## src/rtl/bpim_div_pipe.sv

```systemverilog
// ----------------------------------------------------------------------------
// bpim_div_pipe
// Pipelined restoring divider, one quotient bit per stage, with a sideband
// word that travels alongside each item.
// ----------------------------------------------------------------------------
module bpim_div_pipe #(
    parameter int NUM_W  = 42,
    parameter int DEN_W  = 15,
    parameter int SIDE_W = 1
) (
    input  logic              i_clk,
    input  logic              i_rst_n,
    input  logic              i_en,
    input  logic              i_valid,
    input  logic [NUM_W-1:0]  i_num,
    input  logic [DEN_W-1:0]  i_den,
    input  logic [SIDE_W-1:0] i_side,
    output logic              o_valid,
    output logic [NUM_W-1:0]  o_quo,
    output logic [DEN_W-1:0]  o_rem,
    output logic [SIDE_W-1:0] o_side
);

    logic              r_v    [NUM_W];
    logic [NUM_W-1:0]  r_w    [NUM_W];
    logic [DEN_W-1:0]  r_rem  [NUM_W];
    logic [DEN_W-1:0]  r_den  [NUM_W];
    logic [SIDE_W-1:0] r_side [NUM_W];

    for (genvar k = 0; k < NUM_W; k++) begin : g_stage
        logic              pv;
        logic [NUM_W-1:0]  pw;
        logic [DEN_W-1:0]  prem;
        logic [DEN_W-1:0]  pden;
        logic [SIDE_W-1:0] pside;
        logic [DEN_W:0]    trial;
        logic              ge;

        // The first stage starts from the raw numerator and a zero remainder.
        if (k == 0) begin : g_first
            assign pv    = i_valid;
            assign pw    = i_num;
            assign prem  = '0;
            assign pden  = i_den;
            assign pside = i_side;
        end else begin : g_next
            assign pv    = r_v[k-1];
            assign pw    = r_w[k-1];
            assign prem  = r_rem[k-1];
            assign pden  = r_den[k-1];
            assign pside = r_side[k-1];
        end

        // Bring down the next numerator bit and try a subtraction.
        assign trial = {prem, pw[NUM_W-1]};
        assign ge    = (trial >= {1'b0, pden});

        always_ff @(posedge i_clk) begin
            if (!i_rst_n) begin
                r_v[k] <= 1'b0;
            end else if (i_en) begin
                r_v[k] <= pv;
            end
        end

        // Quotient bits fill in from the right as numerator bits leave.
        always_ff @(posedge i_clk) begin
            if (i_en) begin
                r_rem[k]  <= ge ? DEN_W'(trial - {1'b0, pden}) : trial[DEN_W-1:0];
                r_w[k]    <= {pw[NUM_W-2:0], ge};
                r_den[k]  <= pden;
                r_side[k] <= pside;
            end
        end
    end

    assign o_valid = r_v[NUM_W-1];
    assign o_quo   = r_w[NUM_W-1];
    assign o_rem   = r_rem[NUM_W-1];
    assign o_side  = r_side[NUM_W-1];

endmodule

```

## config.mk

```make
export PLATFORM = sky130hd
export DESIGN_NAME = bpim_div_pipe
export DESIGN_NICKNAME = d
export VERILOG_FILES = /design/src/rtl/bpim_div_pipe.sv
export SDC_FILE = /design/constraint.sdc
export NUM_CORES = 2
export LEC_CHECK = 0
export ABC_AREA = 1
export BUFFER_PORTS_ARGS = -buffer_cell sky130_fd_sc_hd__buf_2
export CORE_AREA = 2 2 641 643
export CTS_CLUSTER_DIAMETER = 30
export DETAILED_ROUTE_END_ITERATION = 8
export DIE_AREA = 0 0 643 645
export PLACE_DENSITY = 0.58
export SLEW_MARGIN = 20
export SYNTH_ARGS = -nofsm -noshare
export SYNTH_HDL_FRONTEND = slang
export SYNTH_SLANG_ARGS = --single-unit
```

## constraint.sdc

```tcl
create_clock -name i_clk -period 2.9 [get_ports i_clk]
set_input_delay 0.58 -clock i_clk [delete_from_list [all_inputs] [get_ports i_clk]]
set_output_delay 0.58 -clock i_clk [all_outputs]
set_load 0.03 [all_outputs]
```

==> results.yml <==
run_status:
  outcome: "finished clean"
floorplanning:
  core_sq_um: 408100
  start_util_pct: 34.87
  die_y_um: 645
  rows: 235
  die_w_um: 643
  pin_count: 121
  die_area_sq_um: 414700
grt:
  track_usage_pct: 13.63
  grt_overflow_total: 0
  grt_max_degree: 134
  grt_first_pass_wirelength_um: 460700
  grt_antenna_before_repair: 6
  grt_pass1_vias: 87746
cells_and_area:
  fin_nets: 14821
  final.fill_count: 38394
  area_growth_pct: 22.70
  layout-drive-gt1-share_pct: 10.60
route:
  routedWlPerCell_um: 14.22
  drt_first_pass_iters: 6
  vias_per_cell: 4.390
  wl_um: 286200
  post-route-drc-count: 0
  first_iter_violations: 6280
  postRouteAntennaNets: 0
  vias: 88361
sta:
  worst_slew_pin_slew_ns: 0.7717
  finalSetupViolations: 0
  finalHoldViolCount: 0
  layout_setup_ws_ns: 0.1869
  slew_headroom_pct: 48.55
  fmax_mhz: 368.6
  min_period_over_period_pct: 93.56
  finClkSkew_ns: 0.1014
  rsz0062_at_grt: "false"
  slew_violations: 0
  finalSetupTns_ns: 0
  finalCriticalPeriod_ns: 2.713
logic_synthesis:
  avgSynthCellArea_sq_um: 10.76
  syn-num-nets: 13943
  ys_warn_count: 0
  ys_types: 39
  synth_area_leaders: "edfxtp_1, nand2_1, inv_1, ha_1, nand3_1"
  synth-main-ff-cell: "edfxtp_1"
  synth.most_common_cell: "nand2_1"
  synth-edff-count: 3092
  synth.largest_area_cell: "edfxtp_1"
  synth_area_sq_um: 142300
  syn_inst: 13223
  synthArstFlopShare_pct: 0
  synth_common_cells: "nand2_1, edfxtp_1, inv_1, nand3_1, nor2_1"
  yosysTopAreaCellShare_pct: 65.24
  ys_seq_area_share_pct: 65.26
  synth-seq-cells: 3093
critical_path:
  worstPathMaxFanout: 19
  critPathCaptureType: "flop"
  path_delay_family: "simple AND/OR/NAND/NOR gates"
  required_ns: 3.65
  slowest_delay_ns: 0.47
  path_class: "reg2reg"
  r2r_setup_slack_ns: 0.19
  crit_top_cell: "nand2_1"
  crit_slowest_cell: "edfxtp_1"
  crit_path_start_kind: "flop"
  crit_arrival_ns: 3.47
  crit_chain: "ha_1, fa_1, inv_1, nand2_1, nand2_1, nand3_1, nand3_1, nand2_1, nand2_2, inv_2, nand2_1, nand2_1"
  path_buf_inv: 2
clocking:
  clkTransAtPathRegs_ns: 0.05
  ctsResizeCount: 0
  clock_path_buffers: 4
  h-tree-depth: 6
  cts_tree: "yes"
  insertion_delay_ns: 1.05
  cts_made_buffers: 679
  cts.sinks: 3093
  cts_setup_buffers: 0
  clockRootBuffer: "clkbuf_16"
pwr:
  power.share.clock_pct: 40.1
  pwr-share-seq_pct: 33.1
  p_comb_share_pct: 26.8
  internal-power_w: 0.1292
  swShare_pct: 33.01
  p_leak_nw: 77.40
  peakVddDrop_mv: 0.5698
  p_per_area_nw_per_um2: 1105
  p_switching_w: 0.06367
placement:
  globalplace.congestion: 0.8721
  pre_cts_slack_ns: 0.2240
  port-buffer-count: 120
  hpwl_um: 201500
job:
  drv_cap: 0
worst_hold_path:
  worstHoldPathType: "in2reg"
## worst paths after layout
| check | startpoint | cells past startpoint | end |
|---|---|---|---|
| setup / recovery | r_den[0][195]$_DFFE_PP_ | 12 | r_rem[0][219]$_DFFE_PP_ |
| hold / removal | i_num[23] | 2 | r_w[0][24]$_DFFE_PP_ |
| setup reg to reg | r_den[0][195]$_DFFE_PP_ | 12 | r_rem[0][219]$_DFFE_PP_ |
| hold reg to reg | r_w[7][9]$_DFFE_PP_ | 0 | r_w[7][52]$_DFFE_PP_ |
## sequential cells by signal, indices dropped and copies added (netlist names)
name and cells:
r_den 615, r_rem 630, r_side 42, r_v 42
r_w 1764
## layer usage
metal / GRT usage [%] / wire [um]
met5: 0 / 0
met4: 4.793 / 8115
met3: 2.463 / 12740
met2: 22.83 / 135400
met1: 17.71 / 129900
## what timing repair did
item | 4_1_cts | 5_1_grt
hold endpoints to repair | 73 | 0
hold buffers | 61 | 0
setup endpoints to repair | 0 | 0
## metrics by stage
step	cell area (sq um)	utilization [%]	hold slack, ns	total power (W)	std cells
floorplan	142300	-	0.4003	0.1024	13223
global route	174600	42.79	0.1624	0.2063	20130
detailed placement	150300	36.82	0.4045	0.1161	18810
global placement	150300	36.82	0.4001	0.1156	18810
finish	174600	42.79	0.2451	0.1929	20130
CTS	174600	42.79	0.1118	0.1951	20128
## worst reg2reg max path, stage by stage (launching register included)
cell      delay, ns
edfxtp_1       0.47
ha_1           0.26
fa_1           0.36
inv_1          0.09
nand2_1        0.07
nand2_1        0.08
nand3_1        0.08
nand3_1        0.11
nand2_1        0.07
nand2_2        0.39
inv_2          0.25
nand2_1        0.13
nand2_1        0.08
## logic make-up (layout without fill, tap and decap cells)
| group | after synthesis | after routing | share of synthesized area [%] |
|---|---|---|---|
| buffers and inverters | 2560 | 4014 | 7.032 |
| DFF | 3093 | 3093 | 65.26 |
| adders and majority gates | 658 | 658 | 6.001 |
| other | 0 | 2 | 0 |
| xor gates and xnor gates | 221 | 221 | 1.360 |
| AOI/OAI and AO/OA | 431 | 431 | 1.626 |
| and+or+nand+nor | 6260 | 6260 | 18.73 |
## power by group through the flow
stage / clock network [W] / logic, W / registers [W]
2_1_floorplan: 0 / 0.0399 / 0.0626
3_3_place_gp: 0 / 0.0509 / 0.0647
3_5_place_dp: 0 / 0.0514 / 0.0647
4_1_cts: 0.0794 / 0.0518 / 0.0640
5_1_grt: 0.0818 / 0.0600 / 0.0645
6_report: 0.0774 / 0.0517 / 0.0638
## placed cells by master, fill, tap and decap left out, types with 94 or more instances in the layout
cell type / count
xor2_1: 191
a21oi_1: 201
ha_1: 617
nand3_1: 749
inv_1: 2452
edfxtp_1: 3092
buf_2: 119
nand4_1: 230
nand2_1: 4157
and2_1: 123
nor2_1: 703
bufinv_16: 94
o21ai_0: 126
clkinv_2: 103
clkinvlp_4: 94
clkbuf_16: 680
## layout make-up
| cell class | instances | area, sq um | area share, % |
|---|---|---|---|
| antenna | 2 | 5.005 | 0.002866 |
| tap | 5451 | 6820 | 3.906 |
| sequential | 3093 | 92870 | 53.18 |
| timing repair buffer | 284 | 2475 | 1.417 |
| multi-input combinational | 7570 | 39440 | 22.59 |
| inverter | 2473 | 9283 | 5.316 |
| clock buffer | 751 | 17280 | 9.897 |
| clock inverter | 506 | 6452 | 3.695 |
Note: power is estimated with default switching activity, not from simulation.
