$ cat config.mk
export PLATFORM = sky130hd
export DESIGN_NAME = bpim_madd_pipe
export DESIGN_NICKNAME = d
export VERILOG_FILES = /design/src/rtl/bpim_pkg.sv /design/src/rtl/bpim_madd_pipe.sv
export SDC_FILE = /design/constraint.sdc
export NUM_CORES = 2
export LEC_CHECK = 0
export BUFFER_PORTS_ARGS = -buffer_cell sky130_fd_sc_hd__buf_4
export CAP_MARGIN = 20
export CORE_ASPECT_RATIO = 0.5
export CORE_MARGIN = 5
export CORE_UTILIZATION = 50
export DETAILED_ROUTE_END_ITERATION = 7
export GPL_ROUTABILITY_DRIVEN = 1
export HOLD_SLACK_MARGIN = 0.02
export PLACE_DENSITY_LB_ADDON = 0.2
export REMOVE_ABC_BUFFERS = 1
export SYNTH_ARGS = -nofsm -noshare
export SYNTH_HDL_FRONTEND = slang
export SYNTH_SLANG_ARGS = --single-unit
$ cat constraint.sdc
create_clock -name i_clk -period 9.8 [get_ports i_clk]
set_clock_uncertainty 0.1 [all_clocks]
set_input_delay 0.49 -clock i_clk [delete_from_list [all_inputs] [get_ports i_clk]]
set_output_delay 0.49 -clock i_clk [all_outputs]
set_load 0.05 [all_outputs]
$ cat src/rtl/bpim_pkg.sv
// ----------------------------------------------------------------------------
// bpim_pkg
// Shared constants, register codes and helpers of the 3D block partition
// index mapper.
// ----------------------------------------------------------------------------
package bpim_pkg;

    // Default widths of the index datapath and of the grid extent registers.
    localparam int INDEX_BITS_DEF = 42;
    localparam int DIM_BITS_DEF   = 14;

    // Fixed register widths.
    localparam int PROCS_W   = 11;
    localparam int RANK_W    = 20;
    localparam int CFG_IDX_W = 3;

    // Width of one multiplier slice in the multiply-add pipeline.
    localparam int MUL_CHUNK = 16;

    // Configuration register indexes.
    typedef enum logic [CFG_IDX_W-1:0] {
        REG_DIM_X   = 3'd0,
        REG_DIM_Y   = 3'd1,
        REG_DIM_Z   = 3'd2,
        REG_BLOCK   = 3'd3,
        REG_PROCS_X = 3'd4,
        REG_PROCS_Y = 3'd5,
        REG_RANK    = 3'd6,
        REG_PART_OK = 3'd7
    } t_cfg_reg;

    // Larger of two elaboration-time integers.
    function automatic int max_int(input int a, input int b);
        return (a > b) ? a : b;
    endfunction

endpackage

$ cat src/rtl/bpim_madd_pipe.sv
// ----------------------------------------------------------------------------
// bpim_madd_pipe
// Pipelined multiply-add a * m + c modulo 2^W, one multiplier slice per
// stage, with a sideband word that travels alongside each item.
// ----------------------------------------------------------------------------
module bpim_madd_pipe #(
    parameter int W      = 42,
    parameter int SIDE_W = 1
) (
    input  logic              i_clk,
    input  logic              i_rst_n,
    input  logic              i_en,
    input  logic              i_valid,
    input  logic [W-1:0]      i_a,
    input  logic [W-1:0]      i_m,
    input  logic [W-1:0]      i_c,
    input  logic [SIDE_W-1:0] i_side,
    output logic              o_valid,
    output logic [W-1:0]      o_res,
    output logic [SIDE_W-1:0] o_side
);
    import bpim_pkg::*;

    localparam int NCH  = (W + MUL_CHUNK - 1) / MUL_CHUNK;
    localparam int MP_W = NCH * MUL_CHUNK;

    logic              r_v    [NCH];
    logic [W-1:0]      r_a    [NCH];
    logic [MP_W-1:0]   r_m    [NCH];
    logic [W-1:0]      r_acc  [NCH];
    logic [SIDE_W-1:0] r_side [NCH];

    for (genvar k = 0; k < NCH; k++) begin : g_stage
        logic                   pv;
        logic [W-1:0]           pa;
        logic [MP_W-1:0]        pm;
        logic [W-1:0]           pacc;
        logic [SIDE_W-1:0]      pside;
        logic [W+MUL_CHUNK-1:0] prod;
        logic [W+MUL_CHUNK-1:0] shifted;

        // The accumulator starts from the addend.
        if (k == 0) begin : g_first
            assign pv    = i_valid;
            assign pa    = i_a;
            assign pm    = MP_W'(i_m);
            assign pacc  = i_c;
            assign pside = i_side;
        end else begin : g_next
            assign pv    = r_v[k-1];
            assign pa    = r_a[k-1];
            assign pm    = r_m[k-1];
            assign pacc  = r_acc[k-1];
            assign pside = r_side[k-1];
        end

        // One slice of the multiplier, weighted by its position.
        assign prod    = pa * pm[k*MUL_CHUNK +: MUL_CHUNK];
        assign shifted = prod << (k * MUL_CHUNK);

        always_ff @(posedge i_clk) begin
            if (!i_rst_n) begin
                r_v[k] <= 1'b0;
            end else if (i_en) begin
                r_v[k] <= pv;
            end
        end

        always_ff @(posedge i_clk) begin
            if (i_en) begin
                r_a[k]    <= pa;
                r_m[k]    <= pm;
                r_acc[k]  <= pacc + shifted[W-1:0];
                r_side[k] <= pside;
            end
        end
    end

    assign o_valid = r_v[NCH-1];
    assign o_res   = r_acc[NCH-1];
    assign o_side  = r_side[NCH-1];

endmodule

==> summary.md <==
| Metric | Value |
|---|---|
| Number of enable-type register cells in the synthesized netlist | 203 |
| WL per Instance | 20.1 um |
| Total number of nets in the final design | 4704 |
| Number of rows created at floorplan | slightly below 70 |
| Clock tree from TritonCTS | done |
| Most instantiated library cell after synthesis | sky130_fd_sc_hd__inv_1 |
| Headroom to the max-slew limit | 31.6% |
| Count of fill cells added during filler insertion | ~6000 |
| Cell occurring most often along the worst timing path | sky130_fd_sc_hd__fa_1 |
| Area share of the leading cell type in the synthesized netlist | around two fifths |
| Proportion of synthesized area in mux cells | 0.0576% |
| Clock tree buffer depth | 3 |
| Slowest cell on crit path | sky130_fd_sc_hd__edfxtp_1 |
| Tightest Hold Check Type | input pin to flop |
| Vias in the first global route | approximately 27000 |
| Residual antenna-violating net count after detailed routing | 0 |
| Total negative slack for setup checks | 0 ps |
| Outcome | completed |
| Via/cell ratio | 5.28 |
| Synthesized cell area | 34800 um^2 |
| Number of register bits inferred by synthesis | 204 |
| Pre-CTS WS | roughly 1600 ps |
| Highest cell delay on the worst timing path | 1000 ps |
| Final setup slack of the worst path | 1580 ps |
| Worst-skew pair later-pin latency | 560 ps |
| Hold Vio Cnt, Final | 0 |
| Family with the most delay on the worst path | adder cells |
| Global placement routability congestion | 0.930 |
| I/O pin count | 175 |
| Pre-antenna DRT Iters | 5 |
| Instance count of the mapped netlist | 3565 |
| Area taken by flip-flops and latches | 6120 um^2 |
| Overall global routing resource usage | 25.1% |
| Worst path bufs/invs | 3 |
| Final worst-path cycle share | ~84% |
| Nature of the critical path endpoint | flop |
| Critical-path maximum fanout | 24 |
| CP arrival | around 8400 ps |
| DRT Wirelength | 91800 um |
| Number of buffers added by the clock tree synthesis step | 22 |
| Max-cap violations | 0 |
| Post-route minimum period | 8220 ps |
| Library cell occupying the most area in the post-synthesis netlist | sky130_fd_sc_hd__fa_1 |
| Synth area leaders | sky130_fd_sc_hd__fa_1 (42%), sky130_fd_sc_hd__edfxtp_1 (18%), sky130_fd_sc_hd__inv_1 (9.0%), sky130_fd_sc_hd__ha_1 (7.1%), sky130_fd_sc_hd__nand2_1 (6.7%) |
| Clock Root Buffer | sky130_fd_sc_hd__clkbuf_16 |
| Number of unique standard cell types used by synthesis | 55 |
| Unrepaired setup endpoints after global routing | false |
| # port buffers | 174 |
| Asr flop ratio synth | 0% |
| Synth top cells by count | sky130_fd_sc_hd__inv_1 (829), sky130_fd_sc_hd__fa_1 (728), sky130_fd_sc_hd__nand2_1 (616), sky130_fd_sc_hd__and2_1 (316), sky130_fd_sc_hd__edfxtp_1 (203) |
| Dominant combinational cell family by area after synthesis | adder cells |
| Maximum number of pins on one net before global-route repair | 103 |
| DRC violation total after the first TritonRoute iteration | ~1800 |
| Worst slew pin tran | approximately 1000 ps |
| Die area | 75200 um^2 |
| Xor/xnor cell area share of the yosys netlist | 4.22% |
| Post-synthesis compound-gate area fraction | under 10% |
| Fraction of the mapped netlist area in adder cells | 49.0% |
| Path type of the worst setup path | flop to flop |
| Sequential-to-total area share from yosys stat | 17.6% |
| Highest attainable clock frequency | 122 MHz |
| Die outline height | just under 200 um |
| Setup slack on the worst flop-to-flop path | 1580 ps |
| Gates resized, CTS repair | 0 |
| Half-perimeter wire length after detailed placement | 69000 um |
| Total of warnings raised by yosys | 0 |
| Layout-stage area growth over the synthesis result | 8.59% |
| CP Data Required Time | ~10000 ps |
| Startpoint type of the worst setup path | flop |
| Initial core utilization | 50.4% |
| Mean instance size in the synthesized netlist | 9.75 um^2 |
| Number of sinks driven by the clock tree | 204 |
| Layout cells sized above 1 | 6.28% |
| Count of unresolved DRC violations after routing | 0 |
| CTS clock-pin slew for the worst setup and hold paths | 70 ps |
| Final setup vio count | 0 |
| DR vias | around 24000 |
| Max-slew violations | 0 |
| Grt ovf | 0 |
| Total setup buffers inserted after CTS | 0 |
| Core Area | 68900 um^2 |
| Wire length of the first global-routing pass | around 150000 um |
| Area share of and/or/nand/nor cells after synthesis | 14.6% |
| H-tree depth | 1 |
| Synth Flop Type | sky130_fd_sc_hd__edfxtp_1 |
| Horizontal extent of the die | about 380 um |
| Antenna violations before repair | 5 |
| Area taken by multi-input logic gates | 25000 um^2 |
per-layer routing:
| metal | track usage [%] | share of wire [%] | vias to the layer above |
|---|---|---|---|
| li1 | - | - | 10704 |
| met1 | 34.6 | 42 | 12443 |
| met2 | 42.3 | 48 | 870 |
| met3 | 4.69 | 8.0 | 150 |
| met4 | 4.97 | 2.3 | 2 |
| met5 | 0 | 0.014 | - |
what timing repair did:
item                                   in CTS  in global routing
endpoints found under the hold margin      26                  0
hold buffers                               26                  0
setup endpoints to repair                   0                  0
worst paths after layout:
check                               from                 endpoint  depth (start not counted)
setup / recovery    r_m[0][18]$_DFFE_PP_   r_acc[0][83]$_DFFE_PP_                         26
hold / removal                   i_m[18]     r_m[0][18]$_DFFE_PP_                          1
setup reg to reg    r_m[0][18]$_DFFE_PP_   r_acc[0][83]$_DFFE_PP_                         26
hold reg to reg   r_acc[0][58]$_DFFE_PP_  r_acc[0][100]$_DFFE_PP_                          0
metrics by stage:
step | utilization (%) | hold WS [ps] | cells | instance area [um^2]
global route | 54.8 | 31.9 | 4575 | 37700
finish | 54.8 | 65.0 | 4576 | 37700
CTS | 54.8 | 36.0 | 4575 | 37700
detailed placement | 53.3 | 305 | 4509 | 36700
floorplan | - | 300 | 3420 | 34200
global placement | 53.3 | 301 | 4509 | 36700
layout by cell type (no fill, tap or decap), types with 4 or more instances in the layout:
cell / n
sky130_fd_sc_hd__a21oi_1: 70
sky130_fd_sc_hd__edfxtp_1: 203
sky130_fd_sc_hd__xnor2_1: 127
sky130_fd_sc_hd__a211oi_1: 8
sky130_fd_sc_hd__o211ai_1: 6
sky130_fd_sc_hd__ha_1: 196
sky130_fd_sc_hd__a21o_1: 39
sky130_fd_sc_hd__nand3_1: 20
sky130_fd_sc_hd__xor2_1: 38
sky130_fd_sc_hd__and2_1: 316
sky130_fd_sc_hd__inv_1: 829
sky130_fd_sc_hd__o21bai_1: 18
sky130_fd_sc_hd__clkinv_2: 4
sky130_fd_sc_hd__or2_2: 5
sky130_fd_sc_hd__nor2b_1: 13
sky130_fd_sc_hd__bufinv_16: 4
sky130_fd_sc_hd__o21ai_0: 31
sky130_fd_sc_hd__nand2_1: 616
sky130_fd_sc_hd__nand2b_1: 14
sky130_fd_sc_hd__nor2_1: 51
sky130_fd_sc_hd__nor3_1: 15
sky130_fd_sc_hd__buf_4: 178
sky130_fd_sc_hd__fa_1: 728
sky130_fd_sc_hd__dlygate4sd3_1: 26
sky130_fd_sc_hd__clkbuf_16: 22
sky130_fd_sc_hd__o21a_1: 6
sky130_fd_sc_hd__a31oi_1: 4
sky130_fd_sc_hd__or3_1: 7
sky130_fd_sc_hd__and3_1: 8
cell families after synthesis:
| logic type | count (synthesis) |
|---|---|
| xor gates and xnor gates | 166 |
| adders and majority gates | 924 |
| buffers and inverters | 974 |
| DFF | 204 |
| and+or+nand+nor | 1081 |
| muxes | 2 |
| AOI/OAI and AO/OA | 214 |
cell type report:
cell class | instances | area share, %
multi-input combinational | 2387 | 66.2
sequential | 204 | 16.2
inverter | 829 | 8.24
timing repair buffer | 205 | 4.27
tap | 910 | 3.02
clock buffer | 26 | 1.52
clock inverter | 14 | 0.534
antenna | 1 | 0.00663
registers in the layout, summed over array words and instances (netlist names):
| name | count |
|---|---|
| r_m | 36 |
| r_acc | 126 |
| r_v | 3 |
| r_side | 3 |
| r_a | 36 |
Power is left out: the tool's default activity adds up to more than one toggle a clock period on the data nets, which glitch-free logic cannot reach.
