<file path="src/rtl/bpim_pkg.sv">
// ----------------------------------------------------------------------------
// bpim_pkg
// Shared constants, register codes and helpers of the 3D block partition
// index mapper.
// ----------------------------------------------------------------------------
package bpim_pkg;

    // Default widths of the index datapath and of the grid extent registers.
    localparam int INDEX_BITS_DEF = 42;
    localparam int DIM_BITS_DEF   = 14;

    // Fixed register widths.
    localparam int PROCS_W   = 11;
    localparam int RANK_W    = 20;
    localparam int CFG_IDX_W = 3;

    // Width of one multiplier slice in the multiply-add pipeline.
    localparam int MUL_CHUNK = 16;

    // Configuration register indexes.
    typedef enum logic [CFG_IDX_W-1:0] {
        REG_DIM_X   = 3'd0,
        REG_DIM_Y   = 3'd1,
        REG_DIM_Z   = 3'd2,
        REG_BLOCK   = 3'd3,
        REG_PROCS_X = 3'd4,
        REG_PROCS_Y = 3'd5,
        REG_RANK    = 3'd6,
        REG_PART_OK = 3'd7
    } t_cfg_reg;

    // Larger of two elaboration-time integers.
    function automatic int max_int(input int a, input int b);
        return (a > b) ? a : b;
    endfunction

endpackage

</file>
<file path="src/rtl/bpim_cfg.sv">
// ----------------------------------------------------------------------------
// bpim_cfg
// Configuration registers and a serial sequencer that derives the block
// volume, this rank's offset and its subdomain origin after reset and every write.
// ----------------------------------------------------------------------------
module bpim_cfg #(
    parameter int W     = 42,
    parameter int DIM_W = 15
) (
    input  logic                                                      i_clk,
    input  logic                                                      i_rst_n,
    input  logic                                                      i_cfg_we,
    input  logic [bpim_pkg::CFG_IDX_W-1:0]                            i_cfg_idx,
    input  logic [bpim_pkg::max_int(DIM_W, bpim_pkg::RANK_W)-1:0]    i_cfg_data,
    output logic [DIM_W-1:0]                                          o_dim_x,
    output logic [DIM_W-1:0]                                          o_dim_y,
    output logic [DIM_W-1:0]                                          o_dim_z,
    output logic [DIM_W-1:0]                                          o_block,
    output logic [bpim_pkg::PROCS_W-1:0]                              o_procs_x,
    output logic [bpim_pkg::PROCS_W-1:0]                              o_procs_y,
    output logic                                                      o_part_ok,
    output logic [W-1:0]                                              o_b3,
    output logic [W-1:0]                                              o_roff,
    output logic [W-1:0]                                              o_rxb,
    output logic [W-1:0]                                              o_ryb,
    output logic [W-1:0]                                              o_rzb,
    output logic                                                      o_busy
);
    import bpim_pkg::*;

    localparam int SEQ_W = max_int(RANK_W, DIM_W);
    localparam int DV_W  = max_int(DIM_W, PROCS_W);
    localparam int CNT_W = $clog2(SEQ_W);

    typedef enum logic [3:0] {
        ST_B2, ST_B3, ST_ROFF, ST_PZ, ST_RX, ST_RY, ST_RZ,
        ST_RXB, ST_RYB, ST_RZB, ST_IDLE
    } t_step;

    t_step              r_step;
    logic               r_run;
    logic [CNT_W-1:0]   r_cnt;

    logic [DIM_W-1:0]   r_dim_x, r_dim_y, r_dim_z, r_block;
    logic [PROCS_W-1:0] r_procs_x, r_procs_y;
    logic [RANK_W-1:0]  r_rank;
    logic               r_part_ok;

    logic [W-1:0]       r_b2, r_b3, r_roff, r_rxb, r_ryb, r_rzb;
    logic [DIM_W-1:0]   r_pz, r_rz;
    logic [PROCS_W-1:0] r_rx, r_ry;
    logic [RANK_W-1:0]  r_rr;

    logic [W-1:0]       r_mc, r_acc;
    logic [SEQ_W-1:0]   r_mp, r_q;
    logic [DV_W-1:0]    r_rem, r_dv;

    logic [W-1:0]       acc_nx;
    logic [DV_W:0]      trial;
    logic               ge;
    logic [DV_W-1:0]    rem_nx;
    logic [SEQ_W-1:0]   q_nx;

    // One shift-add multiply step and one restoring divide step per cycle while a step runs.
    always_comb begin
        acc_nx = r_acc + (r_mp[0] ? r_mc : '0);
        trial  = {r_rem, r_q[SEQ_W-1]};
        ge     = (trial >= {1'b0, r_dv});
        rem_nx = ge ? DV_W'(trial - {1'b0, r_dv}) : trial[DV_W-1:0];
        q_nx   = {r_q[SEQ_W-2:0], ge};
    end

    // Register writes restart the sequencer; otherwise it walks its steps.
    always_ff @(posedge i_clk) begin
        if (!i_rst_n) begin
            r_dim_x   <= DIM_W'(1);
            r_dim_y   <= DIM_W'(1);
            r_dim_z   <= DIM_W'(1);
            r_block   <= DIM_W'(1);
            r_procs_x <= PROCS_W'(1);
            r_procs_y <= PROCS_W'(1);
            r_rank    <= '0;
            r_part_ok <= 1'b0;
            r_step    <= ST_B2;
            r_run     <= 1'b0;
            r_cnt     <= '0;
        end else if (i_cfg_we) begin
            case (t_cfg_reg'(i_cfg_idx))
                REG_DIM_X:   r_dim_x   <= i_cfg_data[DIM_W-1:0];
                REG_DIM_Y:   r_dim_y   <= i_cfg_data[DIM_W-1:0];
                REG_DIM_Z:   r_dim_z   <= i_cfg_data[DIM_W-1:0];
                REG_BLOCK:   r_block   <= i_cfg_data[DIM_W-1:0];
                REG_PROCS_X: r_procs_x <= i_cfg_data[PROCS_W-1:0];
                REG_PROCS_Y: r_procs_y <= i_cfg_data[PROCS_W-1:0];
                REG_RANK:    r_rank    <= i_cfg_data[RANK_W-1:0];
                REG_PART_OK: r_part_ok <= i_cfg_data[0];
                default: ;
            endcase
            r_step <= ST_B2;
            r_run  <= 1'b0;
            r_cnt  <= '0;
        end else if (!r_run) begin
            // Load the operands of the current step.
            r_acc <= '0;
            r_rem <= '0;
            r_cnt <= '0;
            case (r_step)
                ST_B2: begin
                    r_mc <= W'(r_block);
                    r_mp <= SEQ_W'(r_block);
                end
                ST_B3: begin
                    r_mc <= r_b2;
                    r_mp <= SEQ_W'(r_block);
                end
                ST_ROFF: begin
                    r_mc <= r_b3;
                    r_mp <= SEQ_W'(r_rank);
                end
                ST_PZ: begin
                    r_q  <= SEQ_W'(r_dim_z);
                    r_dv <= DV_W'(r_block);
                end
                ST_RX: begin
                    r_q  <= SEQ_W'(r_rank);
                    r_dv <= DV_W'(r_procs_x);
                end
                ST_RY: begin
                    r_q  <= SEQ_W'(r_rr);
                    r_dv <= DV_W'(r_procs_y);
                end
                ST_RZ: begin
                    r_q  <= SEQ_W'(r_rr);
                    r_dv <= DV_W'(r_pz);
                end
                ST_RXB: begin
                    r_mc <= W'(r_block);
                    r_mp <= SEQ_W'(r_rx);
                end
                ST_RYB: begin
                    r_mc <= W'(r_block);
                    r_mp <= SEQ_W'(r_ry);
                end
                ST_RZB: begin
                    r_mc <= W'(r_block);
                    r_mp <= SEQ_W'(r_rz);
                end
                default: ;
            endcase
            r_run <= (r_step != ST_IDLE);
        end else begin
            r_acc <= acc_nx;
            r_mc  <= r_mc << 1;
            r_mp  <= r_mp >> 1;
            r_rem <= rem_nx;
            r_q   <= q_nx;
            r_cnt <= r_cnt + CNT_W'(1);
            // Last bit of the step: keep the result and move on.
            if (r_cnt == CNT_W'(SEQ_W - 1)) begin
                r_run <= 1'b0;
                case (r_step)
                    ST_B2: begin
                        r_b2   <= acc_nx;
                        r_step <= ST_B3;
                    end
                    ST_B3: begin
                        r_b3   <= acc_nx;
                        r_step <= ST_ROFF;
                    end
                    ST_ROFF: begin
                        r_roff <= acc_nx;
                        r_step <= ST_PZ;
                    end
                    ST_PZ: begin
                        r_pz   <= DIM_W'(q_nx);
                        r_step <= ST_RX;
                    end
                    ST_RX: begin
                        r_rx   <= PROCS_W'(rem_nx);
                        r_rr   <= RANK_W'(q_nx);
                        r_step <= ST_RY;
                    end
                    ST_RY: begin
                        r_ry   <= PROCS_W'(rem_nx);
                        r_rr   <= RANK_W'(q_nx);
                        r_step <= ST_RZ;
                    end
                    ST_RZ: begin
                        // With no whole block along z the rank sits at z = 0.
                        r_rz   <= (r_pz == '0) ? '0 : DIM_W'(rem_nx);
                        r_step <= ST_RXB;
                    end
                    ST_RXB: begin
                        r_rxb  <= acc_nx;
                        r_step <= ST_RYB;
                    end
                    ST_RYB: begin
                        r_ryb  <= acc_nx;
                        r_step <= ST_RZB;
                    end
                    ST_RZB: begin
                        r_rzb  <= acc_nx;
                        r_step <= ST_IDLE;
                    end
                    default: r_step <= ST_IDLE;
                endcase
            end
        end
    end

    assign o_dim_x   = r_dim_x;
    assign o_dim_y   = r_dim_y;
    assign o_dim_z   = r_dim_z;
    assign o_block   = r_block;
    assign o_procs_x = r_procs_x;
    assign o_procs_y = r_procs_y;
    assign o_part_ok = r_part_ok;
    assign o_b3      = r_b3;
    assign o_roff    = r_roff;
    assign o_rxb     = r_rxb;
    assign o_ryb     = r_ryb;
    assign o_rzb     = r_rzb;
    assign o_busy    = (r_step != ST_IDLE);

endmodule
</file>
<file path="config.mk">
export PLATFORM = sky130hd
export DESIGN_NAME = bpim_cfg
export DESIGN_NICKNAME = d
export VERILOG_FILES = /design/src/rtl/bpim_pkg.sv /design/src/rtl/bpim_cfg.sv
export SDC_FILE = /design/constraint.sdc
export NUM_CORES = 1
export LEC_CHECK = 0
export BUFFER_PORTS_ARGS = -buffer_cell sky130_fd_sc_hd__buf_2
export CAP_MARGIN = 20
export CORE_MARGIN = 2
export CORE_UTILIZATION = 41
export CTS_BUF_LIST = sky130_fd_sc_hd__clkbuf_4 sky130_fd_sc_hd__clkbuf_8 sky130_fd_sc_hd__clkbuf_16
export CTS_CLUSTER_DIAMETER = 50
export CTS_CLUSTER_SIZE = 16
export DETAILED_ROUTE_END_ITERATION = 6
export SLEW_MARGIN = 5
export SYNTH_ARGS = -nofsm -noshare
export SYNTH_HDL_FRONTEND = slang
export SYNTH_SLANG_ARGS = --single-unit
</file>
<file path="constraint.sdc">
create_clock -name i_clk -period 9.11 [get_ports i_clk]
set_input_delay 2.733 -clock i_clk [delete_from_list [all_inputs] [get_ports i_clk]]
set_output_delay 2.733 -clock i_clk [all_outputs]
set_load 0.05 [all_outputs]
</file>
==> summary.txt <==
Outcome
  • Status: complete, no violations

Global routing
  • First-pass GRT wire length: 102 mm
  • Initial antenna violation count: 1
  • Vias in the first global route: 16800
  • Pin count of the biggest net entering global routing: 118
  • GRT overflow: 0
  • Global-route usage over all layers: 0.212

Detailed routing
  • Via density: 5.44
  • DR vias: 17100
  • DR iter-0 viols: 1367
  • TritonRoute pass-1 iters: 6
  • Final ANT Viol Nets: 0
  • Routed WL per cell: 21.7 µm
  • DRC viols: 0
  • Routed WL: 68.3 mm

Synthesis
  • Multiplexer share of the synthesized area: 0.00680
  • Synth Area in Simple Gates: 0.117
  • Adder-Cell Fraction of Synth Area: 0.0301
  • Largest family of logic cells by synthesized area: compound AO/OA/AOI/OAI gates
  • Yosys warns: 0
  • Post-synthesis area per instance: 12.4 µm²
  • Synth top area cells: edfxtp_1 57%, dfxtp_1 9.0%, nand2_1 5.4%
  • Compound-cell area share of the yosys netlist: 0.138
  • Sequential share of the synthesized area: 0.664
  • Area share of the largest cell type after synthesis: 0.574
  • Most area-hungry cell type in the Yosys netlist: edfxtp_1
  • Mapped Cells: 2015
  • Xor/xnor cell area share of the yosys netlist: 0.0193
  • Post-synth EDFFs: 478
  • Top_reg_cell synth: edfxtp_1
  • Netlist Area Pre-Place: 25000 µm²
  • Syn nets: 2100
  • Synth Register Bits: 591
  • Library cells used by synthesis: 76
  • Asr flop ratio synth: 0

Floorplanning
  • Initial Utilization: 0.414
  • Die width: 251 µm
  • CORE AREA: 60400 µm²
  • DIE AREA: 63000 µm²
  • Boundary Pins: 320
  • Rows: 90
  • Vert. Die Dim: 251 µm

Finish
  • Final nets: 2409
  • Layout cell share with drive strength beyond 1: 0.212
  • Finished Cell Area: 29600 µm²
  • Area delta synth->final: 18.4%
  • Commonest non-fill, non-tap cell in the layout: edfxtp_1
  • Filler Cells Inserted: 5357
  • Most frequent cells in the layout: 478 x edfxtp_1, 358 x nand2_1, 320 x buf_2

Power
  • Pwr dens: 202 nW/µm²
  • Peak supply drop: 0.151 mV
  • Total Power: 5.98 mW
  • Pleak: 10.8 nW

CTS
  • Post-cts resize count: 0
  • CTS tree: done
  • H-tree level count: 2
  • CTS Hold Buffers Added: 0
  • Post-CTS setup buffers: 0
  • Clk sinks: 591
  • Max Root-Sink Buffers: 3
  • Cts bufs inserted: 60
  • Clock Pin Slew Worst Setup and Hold Paths: 0.06 ns
  • Root buffer cell: clkbuf_16
  • Skew-Pair Late Insertion Delay: 0.64 ns

Min path
  • Hold Crit Class: flop to flop

Placement
  • Detail Placement HPWL: 47.8 mm
  • Number of port buffers: 319
  • Placed Instance Area: 27500 µm²
  • Routability-driven placement congestion ratio: 0.876

Critical path
  • CP arrival: 6.00 ns
  • WS Path Type: input pin to flop
  • Setup crit end kind: flop
  • Crit-path max FO: 104
  • Critical Path Source Type: input pin
  • Critical Path RT: 9.38 ns

Timing
  • Fin. Hold Viols: 0
  • Fin crit share: 0.629
  • Tmin final: 5.73 ns
  • # setup viols final: 0
  • Worst Skew: 0.0321 ns
  • Slew Limit Headroom: 0.306
  • RSZ-0062 raised after global routing: no
  • Worst Tran Pin Value: 1.04 ns
  • Max frequency: 175 MHz
  • Pins Over Slew Limit: 0
  • Setup Total Neg Slack: 0 ns

Flow run
  • Max-cap viol count: 0
## critical path, stage by stage
cell and delay, ns:
buf_2 0.08, buf_4 0.64, nand2b_1 0.47, or2_2 0.55
or3_1 0.43, nor2_4 0.55, buf_4 0.49
## synth_stat cells, types with 30 or more instances
| cell | n |
|---|---|
| a21boi_0 | 97 |
| ha_1 | 57 |
| nor2_1 | 108 |
| a21oi_1 | 69 |
| dfxtp_1 | 113 |
| a22oi_1 | 76 |
| clkbuf_1 | 99 |
| and2_1 | 79 |
| inv_1 | 45 |
| edfxtp_1 | 478 |
| o21ai_0 | 68 |
| nand2_1 | 358 |
| xnor2_1 | 30 |
## area by class of cell
type,instances,area [µm²],share of cell area
tap,782,978,0.0330
sequential,591,16600,0.561
multi-input combinational,1268,7880,0.266
inverter,46,173,0.00583
antenna,1,2.50,0.0000845
clock buffer,67,1580,0.0533
clock inverter,42,503,0.0170
timing repair buffer,357,1890,0.0637
## where the power goes
part           internal (mW)  switching (mW)  total, mW
Clock                   1.40            1.15       2.55
Combinational          0.123           0.285      0.408
Sequential              3.00          0.0278       3.03
## metal layers
layer,part of all wire,GRT usage,up-vias
li1,-,-,8032
met1,0.43,0.282,8435
met2,0.48,0.347,559
met3,0.070,0.0493,117
met4,0.027,0.0607,2
met5,0.00016,0,-
## final timing paths
path / start / slack [ns] / end / cells past startpoint
setup / recovery: i_rst_n / 3.38 / o_b3[3] / 7
hold / removal: r_q[16] / 0.45 / r_rr[17] / 0
setup reg to reg: r_mp[0] / 5.07 / o_rxb[34] / 13
hold reg to reg: r_q[16] / 0.45 / r_rr[17] / 0
## cell families after synthesis
kind of cell | after synthesis
simple gates | 660
flops | 591
compound gates | 477
buf+inv | 156
fa+ha+maj | 59
xor+xnor | 55
mux | 17
## stage by stage
step           hold WS, ns   util  worst slack [ns]  instances
2_1_floorplan        0.418      -              1.03       2015
3_5_place_dp         0.436  0.456              2.74       3041
6_report             0.448  0.491              3.38       3154
5_1_grt              0.458  0.491              3.17       3153
4_1_cts              0.451  0.490              3.42       3150
3_3_place_gp         0.430  0.455              2.85       3036
## sequential cells by signal (all words and copies together), names as in the netlist, 15 cells and up
name     flops
o_b3        42
o_block     15
o_dim_x     15
o_dim_y     15
o_dim_z     15
o_roff      42
o_rxb       42
o_ryb       42
o_rzb       42
r_acc       42
r_b2        42
r_dv        15
r_mc        42
r_mp        20
r_pz        15
r_q         20
r_rank      20
r_rem       15
r_rr        20
r_rz        15
(Power assumes the default switching activity.)
